### src/rtl/bchcs_pkg.sv
package bchcs_pkg;

	// Code geometry.
	localparam int CODE_LEN      = 31;
	localparam int DATA_LEN      = 21;
	localparam int PAR_LEN       = 10;
	localparam int TBL_DEPTH     = 1024;
	localparam int TBL_AW        = 10;
	localparam int SAMPLE_W      = 16;
	localparam int MAG_W         = 15;
	localparam int DIST_W        = 20;
	localparam int POS_W         = 5;
	localparam int ERRCNT_W      = 4;
	localparam int DEPTH_W       = 3;
	localparam int POLY_W        = 11;
	localparam int CFG_IDX_W     = 2;
	localparam int DEF_MAX_DEPTH = 6;

	typedef logic [CODE_LEN-1:0] word_t;
	typedef logic [DATA_LEN-1:0] data_t;
	typedef logic [MAG_W-1:0]    mag_t;
	typedef logic [DIST_W-1:0]   dist_t;
	typedef logic [POS_W-1:0]    pos_t;
	typedef logic [POLY_W-1:0]   poly_t;
	typedef logic [1:0]          errs_t;

	localparam dist_t DIST_MAX = '1;

	// Configuration register indexes and reset values.
	localparam logic [CFG_IDX_W-1:0] REG_CHASE_DEPTH = 2'd0;
	localparam logic [CFG_IDX_W-1:0] REG_GEN_POLY    = 2'd1;
	localparam logic [DEPTH_W-1:0]   RST_CHASE_DEPTH = 3'd3;
	localparam poly_t                RST_GEN_POLY    = 11'd1897;

	// Number of bits a syndrome table entry corrects.
	localparam errs_t ERRS_NONE = 2'd0;
	localparam errs_t ERRS_ONE  = 2'd1;
	localparam errs_t ERRS_TWO  = 2'd2;

	typedef struct packed {
		errs_t errs;
		word_t loc;
	} syn_entry_t;

	// Lookup request into the syndrome table.
	typedef struct packed {
		logic              en;
		logic [TBL_AW-1:0] addr;
	} syn_req_t;

	typedef enum logic [2:0] {
		BLD_CLEAR,
		BLD_SINGLE,
		BLD_PAIR_RD,
		BLD_PAIR_WR,
		BLD_DONE
	} bld_state_t;

	typedef enum logic [3:0] {
		DEC_IDLE,
		DEC_SETUP,
		DEC_SYN,
		DEC_LOOK,
		DEC_ENC,
		DEC_DIST,
		DEC_CMP,
		DEC_NEXT,
		DEC_OUT
	} dec_state_t;

	// Position of the highest set bit of the polynomial; zero for a zero polynomial.
	function automatic logic [3:0] poly_deg(input poly_t poly);
		logic [3:0] d;
		d = '0;
		for (int b = 0; b < POLY_W; b++) begin
			if (poly[b]) begin
				d = 4'(b);
			end
		end
		return d;
	endfunction

endpackage

### src/rtl/bchcs_intake.sv
module bchcs_intake #(
	parameter int WEAK_LEN = 6
) (
	input  logic                                 clk,
	input  logic                                 arst_n,
	input  logic                                 take,
	input  logic signed [bchcs_pkg::SAMPLE_W-1:0] sample,
	input  logic                                 restart,
	output logic                                 block_done,
	output bchcs_pkg::word_t                     hard,
	output bchcs_pkg::pos_t [WEAK_LEN-1:0]       weak_pos,
	input  bchcs_pkg::pos_t                      mag_addr,
	output bchcs_pkg::mag_t                      mag_data
);
	import bchcs_pkg::*;

	localparam pos_t LAST_POS = POS_W'(CODE_LEN - 1);

	mag_t                  mem_q [CODE_LEN];
	mag_t                  rd_q;
	pos_t                  cnt_q;
	pos_t                  idx;
	word_t                 hard_q;
	pos_t                  pos_q [WEAK_LEN];
	mag_t                  wm_q [WEAK_LEN];
	logic [WEAK_LEN-1:0]   lt;
	logic [SAMPLE_W-1:0]   absv;
	mag_t                  mag;

	// Magnitude with the most negative value saturated.
	always_comb begin
		idx  = restart ? '0 : cnt_q;
		absv = sample[SAMPLE_W-1] ? (~sample + 1'b1) : sample;
		mag  = absv[SAMPLE_W-1] ? '1 : absv[MAG_W-1:0];
		for (int j = 0; j < WEAK_LEN; j++) begin
			lt[j] = (POS_W'(j) >= idx) || (mag < wm_q[j]);
		end
	end

	// Position within the block.
	always_ff @(posedge clk or negedge arst_n) begin
		if (!arst_n) begin
			cnt_q <= '0;
		end else if (take) begin
			cnt_q <= (idx == LAST_POS) ? '0 : idx + 1'b1;
		end
	end

	// Hard word, sorted list of least reliable positions and the magnitude store.
	always_ff @(posedge clk) begin
		if (take) begin
			hard_q     <= {hard_q[CODE_LEN-2:0], sample[SAMPLE_W-1]};
			mem_q[idx] <= mag;
			for (int j = 0; j < WEAK_LEN; j++) begin
				if (lt[j]) begin
					if (j > 0 && lt[(j > 0) ? j - 1 : 0]) begin
						pos_q[j] <= pos_q[(j > 0) ? j - 1 : 0];
						wm_q[j]  <= wm_q[(j > 0) ? j - 1 : 0];
					end else begin
						pos_q[j] <= idx;
						wm_q[j]  <= mag;
					end
				end
			end
		end
		rd_q <= mem_q[mag_addr];
	end

	always_comb begin
		for (int j = 0; j < WEAK_LEN; j++) begin
			weak_pos[j] = pos_q[j];
		end
	end

	assign block_done = take && (idx == LAST_POS);
	assign hard       = hard_q;
	assign mag_data   = rd_q;

endmodule

### config.mk
export PLATFORM = sky130hd
export DESIGN_NAME = bchcs_intake
export DESIGN_NICKNAME = d
export VERILOG_FILES = /design/src/rtl/bchcs_pkg.sv /design/src/rtl/bchcs_intake.sv
export SDC_FILE = /design/constraint.sdc
export NUM_CORES = 1
export LEC_CHECK = 0
export BUFFER_PORTS_ARGS = -buffer_cell sky130_fd_sc_hd__buf_4
export CAP_MARGIN = 10
export CORE_MARGIN = 5
export CORE_UTILIZATION = 62
export CTS_BUF_LIST = sky130_fd_sc_hd__clkbuf_16
export DETAILED_ROUTE_END_ITERATION = 12
export PLACE_DENSITY_LB_ADDON = 0.08
export SKIP_LAST_GASP = 1
export SLEW_MARGIN = 15
export SYNTH_ARGS = -nofsm -noshare
export SYNTH_HDL_FRONTEND = slang
export SYNTH_SLANG_ARGS = --single-unit
### constraint.sdc
create_clock -name clk -period 3.3 [get_ports clk]
set_clock_uncertainty 0.05 [all_clocks]
set_input_delay 0.33 -clock clk [delete_from_list [all_inputs] [get_ports clk]]
set_output_delay 0.33 -clock clk [all_outputs]
set_load 0.005 [all_outputs]
==> summary.txt <==
=========================================================================================
Top cell type's share of synthesized area ..................................       68.81%
Width of the die ...........................................................     218.2 µm
Global route overflow ......................................................            0
Maximum fanout along the worst path ........................................            9
Floorplan die area .........................................................  0.04762 mm²
Nets in the synthesized netlist ............................................        1,563
Via count ..................................................................       14,810
Netlist cell types .........................................................           60
Cell-by-cell trace of the critical path .................................... buf_4 -> buf_4 -> nor3_2 -> buf_4 -> nand4_4 -> or2_4 -> nand2_1 -> buf_4 -> ha_1 -> a2111oi_0 -> o21ai_0 -> a211oi_2 -> buf_4 -> nor2_4 -> nor3_4 -> buf_6 -> buf_8 -> mux2_1
Pin count of the biggest net entering global routing .......................           52
Setup violation total in the final timing report ...........................          160
Number of H-tree levels ....................................................            2
Floorplan die height .......................................................     218.2 µm
Compound-cell area share of the yosys netlist ..............................       2.941%
Critical path type ......................................................... primary input to flop
Synthesis-to-layout area growth ............................................       23.30%
Signal arrival time at the worst endpoint ..................................      4040 ps
Design Power ...............................................................    18,170 µW
Sequential share of the synthesized area ...................................       70.39%
Clock tree from TritonCTS ..................................................          yes
Data required, critical path ...............................................      3610 ps
Routed met3 length .........................................................     4.040 mm
Worst path slowest cell ....................................................    a2111oi_0
Achievable frequency .......................................................   0.2681 GHz
Proportion of register bits with asynchronous set or reset after synthesis .      0.7862%
Top-level I/O count ........................................................          102
Kind of cell adding the most delay to the critical path .................... compound AO/OA/AOI/OAI gates
Max-cap violations .........................................................            0
Avg Vias per Cell ..........................................................        6.137
Seq cells post-synth .......................................................          636
Hpwl dp ....................................................................     38.88 mm
EDFF count, synth ..........................................................          616
Number of routed nets with antenna violations ..............................            0
Main combinational cell family by area after synthesis ..................... multiplexers
Fraction of final layout cells with drive strength greater than 1 ..........       39.72%
Cell at the root of the clock tree .........................................    clkbuf_16
Tightest Pin Transition ....................................................     860.2 ps
Floorplan Core Area ........................................................  0.04298 mm²
Number of I/O port buffers .................................................          101
Minimum clock period .......................................................      3729 ps
Most numerous cell on the critical path ....................................        buf_4
Total routing usage reported by global routing .............................       26.84%
Fill cells .................................................................        2,405
Final Routed Wirelength ....................................................     63.59 mm
Sum of buffers and inverters on the critical path ..........................            7
Effective utilization at floorplan .........................................       62.55%
Worst supply voltage drop on vdd ...........................................    0.4268 mV
Worst path max stage delay .................................................       630 ps
Sink count of the clock tree ...............................................          636
Simple-gate share of the synthesized area ..................................       3.011%
Ys Warns ...................................................................            0
Relative slew slack ........................................................       42.21%
Clock Tree Buf Depth .......................................................            3
RD Place Congestion ........................................................       0.9017
PnR worst setup slack ......................................................    -429.3 ps
Mux cell area share after synthesis ........................................       16.86%
Initial DRT Pass Iterations ................................................            5
Avg Cell Area, Syn .........................................................    18.55 µm²
Number of global-route vias before repair ..................................       15,380
Final hold violation count .................................................            0
Post-Route M1 WL ...........................................................     24.06 mm
Number of max-slew violations in the final report ..........................            0
Core Rows ..................................................................           76
Clock network latency to the later pin of the worst-skew pair ..............       620 ps
Adder and majority gate portion of the synthesized area ....................       4.142%
DRC violations left ........................................................            0
Leading area contributor after synthesis ...................................     edfxtp_1
Power Dens Cells ........................................................... 548.2 mW/mm²
Violation count after the first detailed-routing iteration .................        1,425
Violated checks ............................................................ setup timing
Unrepaired setup endpoints after global routing ............................          yes
Highest Signal Layer .......................................................         met4
Average wire per standard cell .............................................     26.35 µm
Main flop type after synthesis .............................................     edfxtp_1
Most area-consuming cells after synthesis .................................. edfxtp_1, mux4_2, ha_1
Mapped Area ................................................................  0.02688 mm²
Final worst path period share ..............................................       113.0%
Antenna violations before repair ...........................................            1
Number of diodes ...........................................................            0
CP endpoint kind ...........................................................         flop
Amount of wire on met2 after detailed routing ..............................     33.43 mm
Global-route wire length before repair .....................................     94.66 mm
Worst hold path type ....................................................... primary input to flop
Synth Instances ............................................................        1,449
Clock transition at the registers of the reported paths ....................        60 ps
Startpoint class of the critical path ...................................... primary input
Core utilization of the finished layout ....................................       77.12%
TritonCTS buffer count .....................................................           60
XOR/XNOR share of the synthesized area .....................................      0.3258%
Status ..................................................................... complete, but fails checks
Leakage dissipation ........................................................   0.01211 µW
Total number of nets in the final design ...................................        1,896
=========================================================================================
-- placed cells by master, fill, tap and decap left out, types with 16 or more instances in the layout --
master,Yosys,layout
buf_4,2,264
ha_4,0,16
mux2_2,64,34
nor2_1,53,47
a21oi_1,29,19
nand2_1,57,50
clkbuf_16,0,62
mux2_4,10,68
o21ai_0,38,30
mux4_2,135,135
ha_1,89,73
buf_12,0,27
clkinv_1,1,16
edfxtp_1,616,616
buf_6,2,19
inv_1,101,114
-- area by class of cell --
class,instances,area (µm²),area share (%)
inverters,102,387.9,1.170
clock inverters,48,367.9,1.110
multi-input cells,657,8197,24.73
flip-flops and latches,636,18920,57.09
clock buffers,60,1501,4.530
repair buffers,325,3038,9.165
well taps,585,732.0,2.208
-- synthesized netlist by cell type (8+ instances only) --
cell type,n
xor2_1,8
mux2_1,41
mux2i_1,16
dfxtp_1,15
ha_1,89
nor2_1,53
mux4_2,135
nand2_1,57
buf_1,13
a21oi_1,29
edfxtp_1,616
nand4_1,12
inv_1,101
nand3_1,12
mux2_2,64
buf_2,14
clkbuf_1,23
nor3_1,10
o21ai_0,38
mux2_4,10
-- state kept, by name, summed over array words and instances (netlist names) --
signal / count
mem_q: 465
wm_q: 90
hard: 31
pos_q: 30
mag_data: 15
cnt_q: 5
-- cell families after synthesis --
logic type | Yosys count
flip-flops | 636
multiplexers | 266
AND/OR/NAND/NOR | 170
buffers and inverters | 156
AO/OA/AOI/OAI | 122
adder cells (fa/ha/maj) | 89
XOR/XNOR | 10
-- report_power, final --
| part | internal [µW] | switching, µW | leakage (µW) |
|---|---|---|---|
| registers | 9240 | 136 | 0.00586 |
| logic | 1080 | 1150 | 0.00529 |
| clock network | 3690 | 2880 | 0.000971 |
-- timing repair --
| item | 4_1_cts | 5_1_grt |
|---|---|---|
| hold buffers | 2 | 0 |
| endpoints found under the setup margin | 147 | 160 |
| gates cloned | 6 | 3 |
| pin swaps | 25 | 17 |
| setup buffers | 34 | 15 |
| hold endpoints to repair | 6 | 0 |
| resized for setup | 119 | 40 |
-- stage by stage --
step	instance area (µm²)	std cells	setup TNS [ps]	hold slack, ps	worst slack [ps]
after floorplan	27160	1449	-154090	-15.59	-889.2
after global placement	29910	2247	-149220	90.22	-908.4
after detailed placement	29910	2247	-165970	91.80	-1013
after CTS	32810	2396	-9417	16.30	-200.7
after global routing	33150	2413	-55330	58.02	-520.7
final	33150	2413	-36870	58.08	-429.3
-- per-layer routing --
layer	vias to the layer above	track usage, %
li1	6465	-
met4	0	8.792
met3	121	3.214
met2	560	46.82
met1	7663	35.84
met5	-	0
-- worst paths after layout --
kind / startpoint / slack [ps] / endpoint / cells after the start
worst min-delay path: restart / 60 / cnt_q[3] / 2
worst min register to register: hard[18] / 410 / hard[19] / 0
worst max register to register: cnt_q[4] / -160 / wm_q[1][1] / 9
max in group asynchronous: arst_n / 2970 / cnt_q[2] / 2
min in group asynchronous: arst_n / 110 / cnt_q[1] / 2
worst max-delay path: sample[0] / -430 / pos_q[1][4] / 18
Note: power is estimated with default switching activity, not from simulation.
