--- config.mk ---
export PLATFORM = sky130hd
export DESIGN_NAME = bchcs_rem_unit
export DESIGN_NICKNAME = d
export VERILOG_FILES = /design/src/rtl/bchcs_pkg.sv /design/src/rtl/bchcs_rem_unit.sv
export SDC_FILE = /design/constraint.sdc
export NUM_CORES = 1
export LEC_CHECK = 0
export BUFFER_PORTS_ARGS = -buffer_cell sky130_fd_sc_hd__buf_2
export CAP_MARGIN = 20
export CORE_ASPECT_RATIO = 0.75
export CORE_MARGIN = 2
export CORE_UTILIZATION = 55
export DETAILED_ROUTE_END_ITERATION = 8
export GPL_TIMING_DRIVEN = 0
export PLACE_DENSITY_LB_ADDON = 0.1
export SYNTH_ARGS = -nofsm -noshare
export SYNTH_HDL_FRONTEND = slang
export SYNTH_SLANG_ARGS = --single-unit
export TNS_END_PERCENT = 10
--- constraint.sdc ---
create_clock -name clk -period 21.8 [get_ports clk]
set_input_delay 4.36 -clock clk [delete_from_list [all_inputs] [get_ports clk]]
set_output_delay 4.36 -clock clk [all_outputs]
set_load 0.01 [all_outputs]
--- src/rtl/bchcs_pkg.sv ---
package bchcs_pkg;

	// Code geometry.
	localparam int CODE_LEN      = 31;
	localparam int DATA_LEN      = 21;
	localparam int PAR_LEN       = 10;
	localparam int TBL_DEPTH     = 1024;
	localparam int TBL_AW        = 10;
	localparam int SAMPLE_W      = 16;
	localparam int MAG_W         = 15;
	localparam int DIST_W        = 20;
	localparam int POS_W         = 5;
	localparam int ERRCNT_W      = 4;
	localparam int DEPTH_W       = 3;
	localparam int POLY_W        = 11;
	localparam int CFG_IDX_W     = 2;
	localparam int DEF_MAX_DEPTH = 6;

	typedef logic [CODE_LEN-1:0] word_t;
	typedef logic [DATA_LEN-1:0] data_t;
	typedef logic [MAG_W-1:0]    mag_t;
	typedef logic [DIST_W-1:0]   dist_t;
	typedef logic [POS_W-1:0]    pos_t;
	typedef logic [POLY_W-1:0]   poly_t;
	typedef logic [1:0]          errs_t;

	localparam dist_t DIST_MAX = '1;

	// Configuration register indexes and reset values.
	localparam logic [CFG_IDX_W-1:0] REG_CHASE_DEPTH = 2'd0;
	localparam logic [CFG_IDX_W-1:0] REG_GEN_POLY    = 2'd1;
	localparam logic [DEPTH_W-1:0]   RST_CHASE_DEPTH = 3'd3;
	localparam poly_t                RST_GEN_POLY    = 11'd1897;

	// Number of bits a syndrome table entry corrects.
	localparam errs_t ERRS_NONE = 2'd0;
	localparam errs_t ERRS_ONE  = 2'd1;
	localparam errs_t ERRS_TWO  = 2'd2;

	typedef struct packed {
		errs_t errs;
		word_t loc;
	} syn_entry_t;

	// Lookup request into the syndrome table.
	typedef struct packed {
		logic              en;
		logic [TBL_AW-1:0] addr;
	} syn_req_t;

	typedef enum logic [2:0] {
		BLD_CLEAR,
		BLD_SINGLE,
		BLD_PAIR_RD,
		BLD_PAIR_WR,
		BLD_DONE
	} bld_state_t;

	typedef enum logic [3:0] {
		DEC_IDLE,
		DEC_SETUP,
		DEC_SYN,
		DEC_LOOK,
		DEC_ENC,
		DEC_DIST,
		DEC_CMP,
		DEC_NEXT,
		DEC_OUT
	} dec_state_t;

	// Position of the highest set bit of the polynomial; zero for a zero polynomial.
	function automatic logic [3:0] poly_deg(input poly_t poly);
		logic [3:0] d;
		d = '0;
		for (int b = 0; b < POLY_W; b++) begin
			if (poly[b]) begin
				d = 4'(b);
			end
		end
		return d;
	endfunction

endpackage

--- src/rtl/bchcs_rem_unit.sv ---
module bchcs_rem_unit (
	input  logic              clk,
	input  logic              arst_n,
	input  logic              start,
	input  bchcs_pkg::word_t  word,
	input  bchcs_pkg::poly_t  poly,
	output logic              done,
	output bchcs_pkg::word_t  rem
);
	import bchcs_pkg::*;

	// Eight dividend bits are folded in per cycle, most significant first.
	localparam int BITS_PER_CYCLE = 8;
	localparam int SH_W           = CODE_LEN + 1;
	localparam int STEPS          = SH_W / BITS_PER_CYCLE;
	localparam logic [1:0] LAST_STEP = 2'(STEPS - 1);

	logic [SH_W-1:0] sh_q;
	word_t           word_q;
	poly_t           r_q;
	poly_t           r_nxt;
	logic [1:0]      cnt_q;
	logic            busy_q;
	logic            done_q;
	logic [3:0]      deg;
	logic            has;

	// One step of the serial division.
	always_comb begin
		deg   = poly_deg(poly);
		has   = |poly;
		r_nxt = r_q;
		for (int i = 0; i < BITS_PER_CYCLE; i++) begin
			r_nxt = {r_nxt[POLY_W-2:0], sh_q[SH_W-1-i]};
			if (has && r_nxt[deg]) begin
				r_nxt = r_nxt ^ poly;
			end
		end
	end

	// Step counter and completion pulse.
	always_ff @(posedge clk or negedge arst_n) begin
		if (!arst_n) begin
			busy_q <= 1'b0;
			cnt_q  <= '0;
			done_q <= 1'b0;
		end else begin
			done_q <= !start && busy_q && (cnt_q == LAST_STEP);
			if (start) begin
				busy_q <= 1'b1;
				cnt_q  <= '0;
			end else if (busy_q) begin
				cnt_q <= cnt_q + 2'd1;
				if (cnt_q == LAST_STEP) begin
					busy_q <= 1'b0;
				end
			end
		end
	end

	// Dividend shift register and partial remainder.
	always_ff @(posedge clk) begin
		if (start) begin
			sh_q   <= {1'b0, word};
			word_q <= word;
			r_q    <= '0;
		end else if (busy_q) begin
			sh_q <= sh_q << BITS_PER_CYCLE;
			r_q  <= r_nxt;
		end
	end

	// A zero polynomial leaves the word unreduced.
	assign done = done_q;
	assign rem  = has ? {{(CODE_LEN-PAR_LEN){1'b0}}, r_q[PAR_LEN-1:0]} : word_q;

endmodule

==> impl_metrics.env, run 1 <==
export IMPL_vias=7415
export IMPL_clk_path_buf_depth=2
export IMPL_synth_avg_cell_area_um2=8.87
export IMPL_core_um2=12900
export IMPL_die_x_um=136
export IMPL_synth_seq_area_share_pct=30.3
export IMPL_yosysWarnings=0
export IMPL_path_clk_slew_ps=60
export IMPL_core_rowCount=36
export IMPL_hold_class="reg2reg"
export IMPL_antenna_found_initial=1
export IMPL_remaining_drc_errors=0
export IMPL_start_util_pct=55.8
export IMPL_drt_pass1_iterations=5
export IMPL_ys_seq_elements=77
export IMPL_timing_final_crit_period_ps=14110
export IMPL_synth_edf_count=62
export IMPL_critPathKind="in2reg"
export IMPL_critical_path_max_fanout=10
export IMPL_final_util_pct=62.8
export IMPL_final_cell_area_um2=8090
export IMPL_cts_max_level=3
export IMPL_slowest_stage="a31oi_1"
export IMPL_rsz0062_at_grt="false"
export IMPL_ios=77
export IMPL_die_h_um=103
export IMPL_cts_made_buffers=9
export IMPL_async_flop_share_pct=5.19
export IMPL_fin_ws_ps=7690
export IMPL_end_kind="flip-flop"
export IMPL_grt_max_degree=33
export IMPL_cts_setup_buffers=0
export IMPL_fin_cells=1071
export IMPL_final_common_cell="buf_2"
export IMPL_tightest_slew_ps=997
export IMPL_placed_cell_area_um2=7770
export IMPL_finClkSkew_ps=5.74
export IMPL_syn_cell_area_um2=7190
export IMPL_synth_nets=857
export IMPL_max_freq_ghz=0.0709
export IMPL_viasPerCell=6.92
export IMPL_yosysUniqueCellTypes=104
export IMPL_hold_viol=0
export IMPL_ctsResizeCount=0
export IMPL_cp_arrival_ps=14350
export IMPL_cts_tree="yes"
export IMPL_final_nets=940
export IMPL_grt_remaining_overflow=0
export IMPL_status="completed"
export IMPL_track_usage_pct=36.5
export IMPL_antenna_left=0
export IMPL_first_global_vias=6629
export IMPL_ir_drop_mv=0.0660
export IMPL_leakage_nw=2.98
export IMPL_finalSetupTns_ps=0
export IMPL_numPortBuffers=70
export IMPL_drv_cap=0
export IMPL_place_gp_congestion=1.03
export IMPL_slew_violations=0
export IMPL_die_area_um2=14000
export IMPL_area_growth_pct=12.5
export IMPL_clock_latency_ps=340
export IMPL_slew_headroom_pct=33.2
export IMPL_cts_hold_fix_buffers=0
export IMPL_pre_cts_ws_ps=7830
export IMPL_final_cell_mix="81 x buf_2, 78 x nand2_1, 62 x nor2_1, 62 x edfxtp_1, 40 x a21oi_1"
export IMPL_start_kind="primary input"
export IMPL_setup_viol=0
export IMPL_grt_pass1_wl_um=38100
export IMPL_hpwlAfterDp_um=19400
export IMPL_place_inst=1054
export IMPL_critical_path_max_stage_delay_ps=810
export IMPL_final_period_utilization_pct=64.7
export IMPL_wl_per_cell_um=24.1
export IMPL_cts_root_buf="clkbuf_16"
export IMPL_drt_wl_total_um=25800
export IMPL_powerDensity_nw_per_um2=135
export IMPL_drtIter0Drc=1023
export IMPL_layout_drive_gt1_share_pct=21.6
export IMPL_cts_sinks=77
export IMPL_syn_instance_count=811
export IMPL_synth_flop_cell="edfxtp_1"
export IMPL_required_ps=22030
metal layers:
metal  track usage [%]  share of wire (%)  vias up
li1                  -                  -     3296
met1              53.6                 43     3504
met2              50.9                 40      543
met3              11.4                 13       72
met4              11.5                3.0        0
met5                 0                  0        -
sequential cells by signal (all words and copies together), names as in the netlist:
| name | flops |
|---|---|
| busy_q | 1 |
| r_q | 10 |
| word_q | 31 |
| sh_q | 32 |
| cnt_q | 2 |
| done | 1 |
worst max-delay path: cells and delay by family:
kind	cells	cell delay (ps)
AOI/OAI and AO/OA	18	6580
and+or+nand+nor	5	1150
buffers and inverters	4	1120
muxes	3	860
xor gates and xnor gates	1	240
where the power goes:
group / switching (mW) / total, mW / internal [mW]
combinational: 0.455 / 0.733 / 0.279
sequential: 0.0240 / 0.208 / 0.184
clock: 0.0566 / 0.153 / 0.0968
through the flow:
stage          hold WS, ps  power [mW]
3_5_place_dp           517       0.913
6_report               522        1.09
2_1_floorplan          457       0.751
4_1_cts                531        1.07
3_3_place_gp           511       0.903
5_1_grt                553        1.15
layout make-up:
| type | instances | area, um2 |
|---|---|---|
| repair buffers | 72 | 363 |
| multi-input cells | 668 | 4700 |
| well taps | 171 | 214 |
| fillers | 1109 | 4790 |
| clock buffers | 14 | 307 |
| inverters | 16 | 60.1 |
| clock inverters | 2 | 10.0 |
| plain buffers | 50 | 253 |
| flip-flops and latches | 77 | 2180 |
| diodes | 1 | 2.50 |
cell usage after synthesis, types with 12 or more instances:
cell type / instances / area (um2)
or3_1: 12 / 75.1
o21ai_0: 20 / 100
edfxtp_1: 62 / 1860
nand2_1: 78 / 293
nor3_1: 24 / 120
and2_1: 38 / 238
nor2_1: 62 / 233
mux2i_1: 15 / 150
xor2_1: 22 / 193
o211ai_1: 14 / 105
clkbuf_1: 29 / 109
a21oi_1: 40 / 200
nand3_1: 26 / 130
a211oi_1: 17 / 128
nand4_1: 12 / 75.1
xnor2_1: 29 / 254
inv_1: 14 / 52.6
mux2_2: 32 / 360
o31ai_1: 13 / 97.6
logic make-up (layout without fill, tap and decap cells):
logic type               count (synthesis)  in the layout  share of synthesized area [%]
other                                    0              1                              0
flip-flops                              77             77                           30.3
AND/OR/NAND/NOR                        329            329                           24.5
AO/OA/AOI/OAI                          235            235                           26.2
XOR/XNOR                                54             54                           6.89
adder cells (fa/ha/maj)                  1              1                          0.174
buffers and inverters                   66            154                           4.35
multiplexers                            49             49                           7.57
final timing paths:
check	start	end	slack, ps	cells past startpoint
worst min-delay path	sh_q[23]$_DFFE_PP_	sh_q[31]$_SDFFE_PP0P_	520	2
worst min register to register	sh_q[23]$_DFFE_PP_	sh_q[31]$_SDFFE_PP0P_	520	2
worst max-delay path	poly[10]	r_q[4]$_SDFFE_PP0P_	7690	31
min in group asynchronous	arst_n	busy_q$_DFF_PN0_	3820	1
max in group asynchronous	arst_n	cnt_q[0]$_DFFE_PN0P_	17870	1
worst max register to register	r_q[4]$_SDFFE_PP0P_	r_q[4]$_SDFFE_PP0P_	12150	27
Note: power is estimated with default switching activity, not from simulation.
==> run 2, diff against run 1 <==
Settings changed: ABC_AREA set to 1, CORE_UTILIZATION 55 to 54.
Clock period 21.8 ns to 12.8 ns, I/O delays scaled along.
==> run 2 against run 1 <==
  * Die area fell by 11%
  * Combinational power rose by 18%
  * Critical path depth up 26
  * Worst setup slack worse by 4900 ps
  * Clock power up 71%
==> impl_metrics.env, run 2 <==
export IMPL_final_period_utilization_pct=78.4
export IMPL_remaining_drc_errors=0
export IMPL_numPortBuffers=72
export IMPL_place_inst=1105
export IMPL_die_h_um=97.3
export IMPL_final_common_cell="nand2_1"
export IMPL_grt_remaining_overflow=0
export IMPL_worst_r2r_endpoint="r_q[2]$_SDFFE_PP0P_"
export IMPL_p_seq_share_pct=23.4
export IMPL_yosysTopAreaCell="edfxtp_1"
export IMPL_grt_pass1_wl_um=29500
export IMPL_drtIter0Drc=749
export IMPL_viasPerCell=5.64
export IMPL_fin_cells=1121
export IMPL_die_area_um2=12500
export IMPL_routed_wl_met3_um=1900
export IMPL_synth_mux_area_share_pct=0
export IMPL_antenna_left=0
export IMPL_cts_sinks=77
export IMPL_area_growth_pct=14.2
export IMPL_yosys_top_cells_count="309 x nand2_1, 137 x nand3_1, 80 x inv_1, 62 x edfxtp_1, 53 x nand4_1"
export IMPL_first_global_vias=5735
export IMPL_grt_max_degree=33
export IMPL_largest_reg_flops=32
export IMPL_critPathKind="in2reg"
export IMPL_antenna_cells=0
export IMPL_setup_viol=0
export IMPL_required_ps=13010
export IMPL_worstRegToRegCells=55
export IMPL_drt_pass1_iterations=5
export IMPL_powerDensity_nw_per_um2=205
export IMPL_synth_top_cell_area_share_pct=29.7
export IMPL_p_int_mw=0.789
export IMPL_synth_xor_area_share_pct=8.80
export IMPL_max_freq_ghz=0.0996
export IMPL_end_kind="flip-flop"
export IMPL_finalSetupTns_ps=0
export IMPL_finClkSkew_ps=5.16
export IMPL_routed_top_layer="met4"
export IMPL_track_usage_pct=30.0
export IMPL_status="completed"
export IMPL_yosysMostFrequentCell="nand2_1"
export IMPL_yosysWarnings=0
export IMPL_synth_adder_area_share_pct=0.199
export IMPL_largestRegisters="sh_q: 32 flops, word_q: 31 flops, r_q: 10 flops"
export IMPL_slew_violations=0
export IMPL_hpwlAfterDp_um=13500
export IMPL_cts_made_buffers=9
export IMPL_yosys_area_share_simple_pct=42.5
export IMPL_async_flop_share_pct=5.19
export IMPL_syn_instance_count=888
export IMPL_switching_share_pct=46.4
export IMPL_critical_path_max_fanout=10
export IMPL_cp_arrival_ps=10260
export IMPL_hp_start="cnt_q[0]$_DFFE_PN0P_"
export IMPL_synth_top_family_by_area="simple AND/OR/NAND/NOR gates"
export IMPL_ctsResizeCount=0
export IMPL_final_nets=1018
export IMPL_start_kind="primary input"
export IMPL_synth_nets=934
export IMPL_core_rowCount=34
export IMPL_cts_tree="yes"
export IMPL_combPwrFrac_pct=58.8
export IMPL_rrSetupSlack_ps=5840
export IMPL_core_um2=11400
export IMPL_slowest_stage="nor2_1"
export IMPL_tightest_slew_ps=1000
export IMPL_ios=77
export IMPL_wl_per_cell_um=16.2
export IMPL_die_x_um=128
export IMPL_cts_root_buf="clkbuf_16"
export IMPL_synth_compound_gate_area_share_pct=3.85
export IMPL_yosysUniqueCellTypes=39
export IMPL_cts_setup_buffers=0
export IMPL_dr_wl_met2_um=7470
export IMPL_synth_avg_cell_area_um2=7.06
export IMPL_yosys_top_cells_area="edfxtp_1 30%, nand2_1 18%, nand3_1 11%, xor2_1 6.6%, nand4_1 5.3%"
export IMPL_layout_drive_gt1_share_pct=17.4
export IMPL_crit_top_cell="nand3_1"
export IMPL_path_clk_slew_ps=60
export IMPL_start_util_pct=54.8
export IMPL_synth_flop_cell="edfxtp_1"
export IMPL_drt_wl_total_um=18100
export IMPL_drt_met1_wl_um=8640
export IMPL_largest_register="sh_q"
export IMPL_clk_path_buf_depth=2
export IMPL_place_gp_congestion=0.944
export IMPL_hold_depth=1
export IMPL_p_switching_mw=0.682
export IMPL_fillCellCount=1052
export IMPL_slew_headroom_pct=33.0
export IMPL_leakage_nw=3.71
export IMPL_clock_latency_ps=330
export IMPL_ys_seq_elements=77
export IMPL_power_mw=1.47
export IMPL_ir_drop_mv=0.113
export IMPL_synth_seq_area_share_pct=34.8
export IMPL_cts_max_level=3
export IMPL_rsz0062_at_grt="false"
export IMPL_timing_final_crit_period_ps=10040
export IMPL_min_to="cnt_q[0]$_DFFE_PN0P_"
export IMPL_vias=6320
export IMPL_r2r_start="r_q[8]$_SDFFE_PP0P_"
export IMPL_cts_hold_fix_buffers=0
export IMPL_critical_path_max_stage_delay_ps=810
export IMPL_antenna_found_initial=0
export IMPL_power_frac_clock_pct=17.7
export IMPL_syn_cell_area_um2=6270
export IMPL_drv_cap=0
export IMPL_synth_edf_count=62
export IMPL_hold_class="reg2reg"
export IMPL_final_cell_mix="309 x nand2_1, 137 x nand3_1, 95 x buf_2"
export IMPL_hold_viol=0
## run 2: cell count changes after synthesis, moves of 17 or more
cell,before,now
a211oi_1,17,0
a21oi_1,40,3
and2_1,38,0
clkbuf_1,29,10
inv_1,14,80
mux2_2,32,0
nand2_1,78,309
nand3_1,26,137
nand4_1,12,53
nor2_1,62,29
nor3_1,24,3
xor2_1,22,47
## run 2: worst max-delay path by stage
stage	start	endpoint	slack, ps	depth (start not counted)
5_1_grt	poly[9]	r_q[1]$_SDFFE_PP0P_	2020	58
2_1_floorplan	poly[8]	r_q[0]$_SDFFE_PP0P_	4420	60
6_report	poly[9]	r_q[2]$_SDFFE_PP0P_	2760	57
3_5_place_dp	poly[9]	r_q[2]$_SDFFE_PP0P_	2690	57
3_3_place_gp	poly[9]	r_q[1]$_SDFFE_PP0P_	2700	57
4_1_cts	poly[9]	r_q[2]$_SDFFE_PP0P_	3000	57
## run 2: power by group through the flow
stage	Sequential (mW)	Clock [mW]	Combinational, mW
4_1_cts	0.342	0.265	0.848
3_3_place_gp	0.346	0	0.831
6_report	0.345	0.261	0.866
2_1_floorplan	0.331	0	0.677
3_5_place_dp	0.346	0	0.843
5_1_grt	0.348	0.278	0.972
## run 2: cells by family (layout without fill, tap and decap cells)
kind of cell	Yosys count	count (layout)
xor+xnor	63	63
fa+ha+maj	1	1
simple gates	567	567
flops	77	77
compound gates	41	41
buf+inv	139	228
## run 2: metal layers
layer  vias to the layer above  track usage, %
met2                       301            42.1
met4                         0            5.41
met1                      2900            47.3
li1                       3105               -
met5                         -               0
met3                        14            6.88
## run 2: cell type report
cell class | instances | area, um2 | share of cell area [%]
multi-input cells | 672 | 3470 | 48.4
repair buffers | 73 | 388 | 5.41
plain buffers | 50 | 280 | 3.91
flip-flops and latches | 77 | 2180 | 30.5
well taps | 144 | 180 | 2.51
clock inverters | 2 | 8.76 | 0.122
inverters | 89 | 340 | 4.75
clock buffers | 14 | 317 | 4.42
## run 2: critical path: cells and delay by family
kind / cells / cell delay, ps
AND/OR/NAND/NOR: 49 / 6360
buffers and inverters: 8 / 1290
## run 2: metrics by stage
step	area [um2]	setup WS (ps)	util [%]	hold slack, ps
finish	7170	2760	62.6	501
floorplan	6270	4420	-	422
detailed placement	6840	2690	59.8	492
global route	7170	2020	62.6	523
global placement	6810	2700	59.5	490
CTS	7170	3000	62.6	500
==> run 3, diff against run 2 <==
Clock period 12.8 ns to 9.15 ns, I/O delays scaled along.
==> run 3 against run 2 <==
  * Combinational power is 49% higher
  * Routed wire length is 3.0% higher
  * Via count is 3.0% higher
  * Clock power is 39% higher
  * Critical endpoint unchanged
  * Largest cell class unchanged
  * Highest routed layer unchanged
==> impl_metrics.env, run 3 (same netlist as run 2, synthesis figures left out) <==
export IMPL_status="completed"
export IMPL_rrSetupSlack_ps=2490
export IMPL_routed_wl_met3_um=2150
export IMPL_drt_pass1_iterations=7
export IMPL_cts_root_buf="clkbuf_16"
export IMPL_combPwrFrac_pct=60.4
export IMPL_ios=77
export IMPL_routed_top_layer="met4"
export IMPL_slew_violations=0
export IMPL_drt_met1_wl_um=8600
export IMPL_drt_wl_total_um=18700
export IMPL_viasPerCell=5.70
export IMPL_area_growth_pct=20.2
export IMPL_fin_cells=1141
export IMPL_power_frac_clock_pct=17.0
export IMPL_core_rowCount=34
export IMPL_antenna_cells=0
export IMPL_pre_cts_ws_ps=-231
export IMPL_placed_cell_area_um2=6840
export IMPL_largestRegisters="sh_q: 32 flops, word_q: 31 flops, r_q: 10 flops"
export IMPL_cts_max_level=3
export IMPL_die_x_um=128
export IMPL_dr_wl_met2_um=7770
export IMPL_cts_sinks=77
export IMPL_clock_latency_ps=330
export IMPL_clk_path_buf_depth=2
export IMPL_vias=6508
export IMPL_drtIter0Drc=846
export IMPL_leakage_nw=3.85
export IMPL_final_period_utilization_pct=93.5
export IMPL_finalHoldWorstSlack_ps=502
export IMPL_hold_viol=0
export IMPL_largest_register="sh_q"
export IMPL_final_util_pct=65.9
export IMPL_first_global_vias=5735
export IMPL_layout_drive_gt1_share_pct=21.1
export IMPL_cp_arrival_ps=8770
export IMPL_die_area_um2=12500
export IMPL_required_ps=9360
export IMPL_ir_drop_mv=0.158
export IMPL_start_util_pct=54.8
export IMPL_start_kind="primary input"
export IMPL_numPortBuffers=72
export IMPL_setup_viol=0
export IMPL_slowest_stage="a31oi_4"
export IMPL_crit_top_cell="nand3_1"
export IMPL_tightest_slew_ps=740
export IMPL_critPathKind="in2reg"
export IMPL_finClkSkew_ps=4.31
export IMPL_largest_reg_flops=32
export IMPL_antenna_found_initial=0
export IMPL_final_common_cell="nand2_1"
export IMPL_die_h_um=97.3
export IMPL_powerDensity_nw_per_um2=283
export IMPL_track_usage_pct=30.0
export IMPL_antenna_left=0
export IMPL_final_cell_mix="297 x nand2_1, 133 x nand3_1, 89 x buf_2"
export IMPL_p_switching_mw=0.991
export IMPL_remaining_drc_errors=0
export IMPL_hold_class="reg2reg"
export IMPL_hpwlAfterDp_um=13500
export IMPL_max_freq_ghz=0.117
export IMPL_final_nets=1038
export IMPL_final_cell_area_um2=7540
export IMPL_cts_tree="yes"
export IMPL_grt_pass1_wl_um=29500
export IMPL_place_inst=1105
export IMPL_drv_cap=0
export IMPL_cts_made_buffers=9
export IMPL_slew_headroom_pct=50.6
export IMPL_grt_remaining_overflow=0
export IMPL_critical_path_max_stage_delay_ps=280
export IMPL_end_kind="flip-flop"
export IMPL_fin_ws_ps=591
export IMPL_cts_hold_fix_buffers=0
export IMPL_grt_max_degree=33
export IMPL_p_int_mw=1.15
export IMPL_critical_path_max_fanout=10
export IMPL_timing_final_crit_period_ps=8560
export IMPL_core_um2=11400
export IMPL_p_seq_share_pct=22.6
export IMPL_switching_share_pct=46.4
export IMPL_wl_per_cell_um=16.4
export IMPL_path_clk_slew_ps=60
export IMPL_place_gp_congestion=0.944
[run 3: layout make-up]
cell class	count	area, um2
Sequential cell	77	2180
Timing Repair Buffer	90	513
Fill cell	1012	3900
Inverter	89	357
Buffer	50	324
Tap cell	144	180
Multi-Input combinational cell	675	3660
Clock buffer	14	317
Clock inverter	2	8.76
[run 3: power by group through the flow]
stage | registers (mW) | logic, mW | clock network (mW)
2_1_floorplan | 0.463 | 0.948 | 0
3_3_place_gp | 0.484 | 1.16 | 0
3_5_place_dp | 0.484 | 1.18 | 0
4_1_cts | 0.479 | 1.19 | 0.370
5_1_grt | 0.486 | 1.44 | 0.388
6_report | 0.483 | 1.29 | 0.364
[run 3: worst max-delay path: cells and delay by family]
family | cells | cell delay [ps]
buf+inv | 7 | 1130
simple gates | 52 | 5380
compound gates | 2 | 410
[run 3: worst paths after layout]
kind                                        end            startpoint  cells after the start
max in group asynchronous      busy_q$_DFF_PN0_                arst_n                      1
max reg2reg                 r_q[2]$_SDFFE_PP0P_   r_q[7]$_SDFFE_PP0P_                     55
min                        cnt_q[0]$_DFFE_PN0P_  cnt_q[0]$_DFFE_PN0P_                      1
min reg2reg                cnt_q[0]$_DFFE_PN0P_  cnt_q[0]$_DFFE_PN0P_                      1
min in group asynchronous  cnt_q[0]$_DFFE_PN0P_                arst_n                      1
max                         r_q[2]$_SDFFE_PP0P_               poly[5]                     61
[run 3: through the flow]
step	setup TNS (ps)	total power [mW]
floorplan	0	1.41
global placement	-1870	1.65
detailed placement	-2020	1.66
CTS	0	2.04
global route	-634	2.32
finish	0	2.14
[run 3: repair_timing]
item | 4_1_cts | 5_1_grt
buffers inserted | 0 | 16
gates resized for setup | 0 | 64
hold endpoints to repair | 0 | 0
setup endpoints to repair | 0 | 10
[run 3: layer usage]
metal	GRT usage (%)	up-vias
met5	0	-
met4	5.41	0
met3	6.88	19
met2	42.1	341
met1	47.3	2999
li1	-	3149
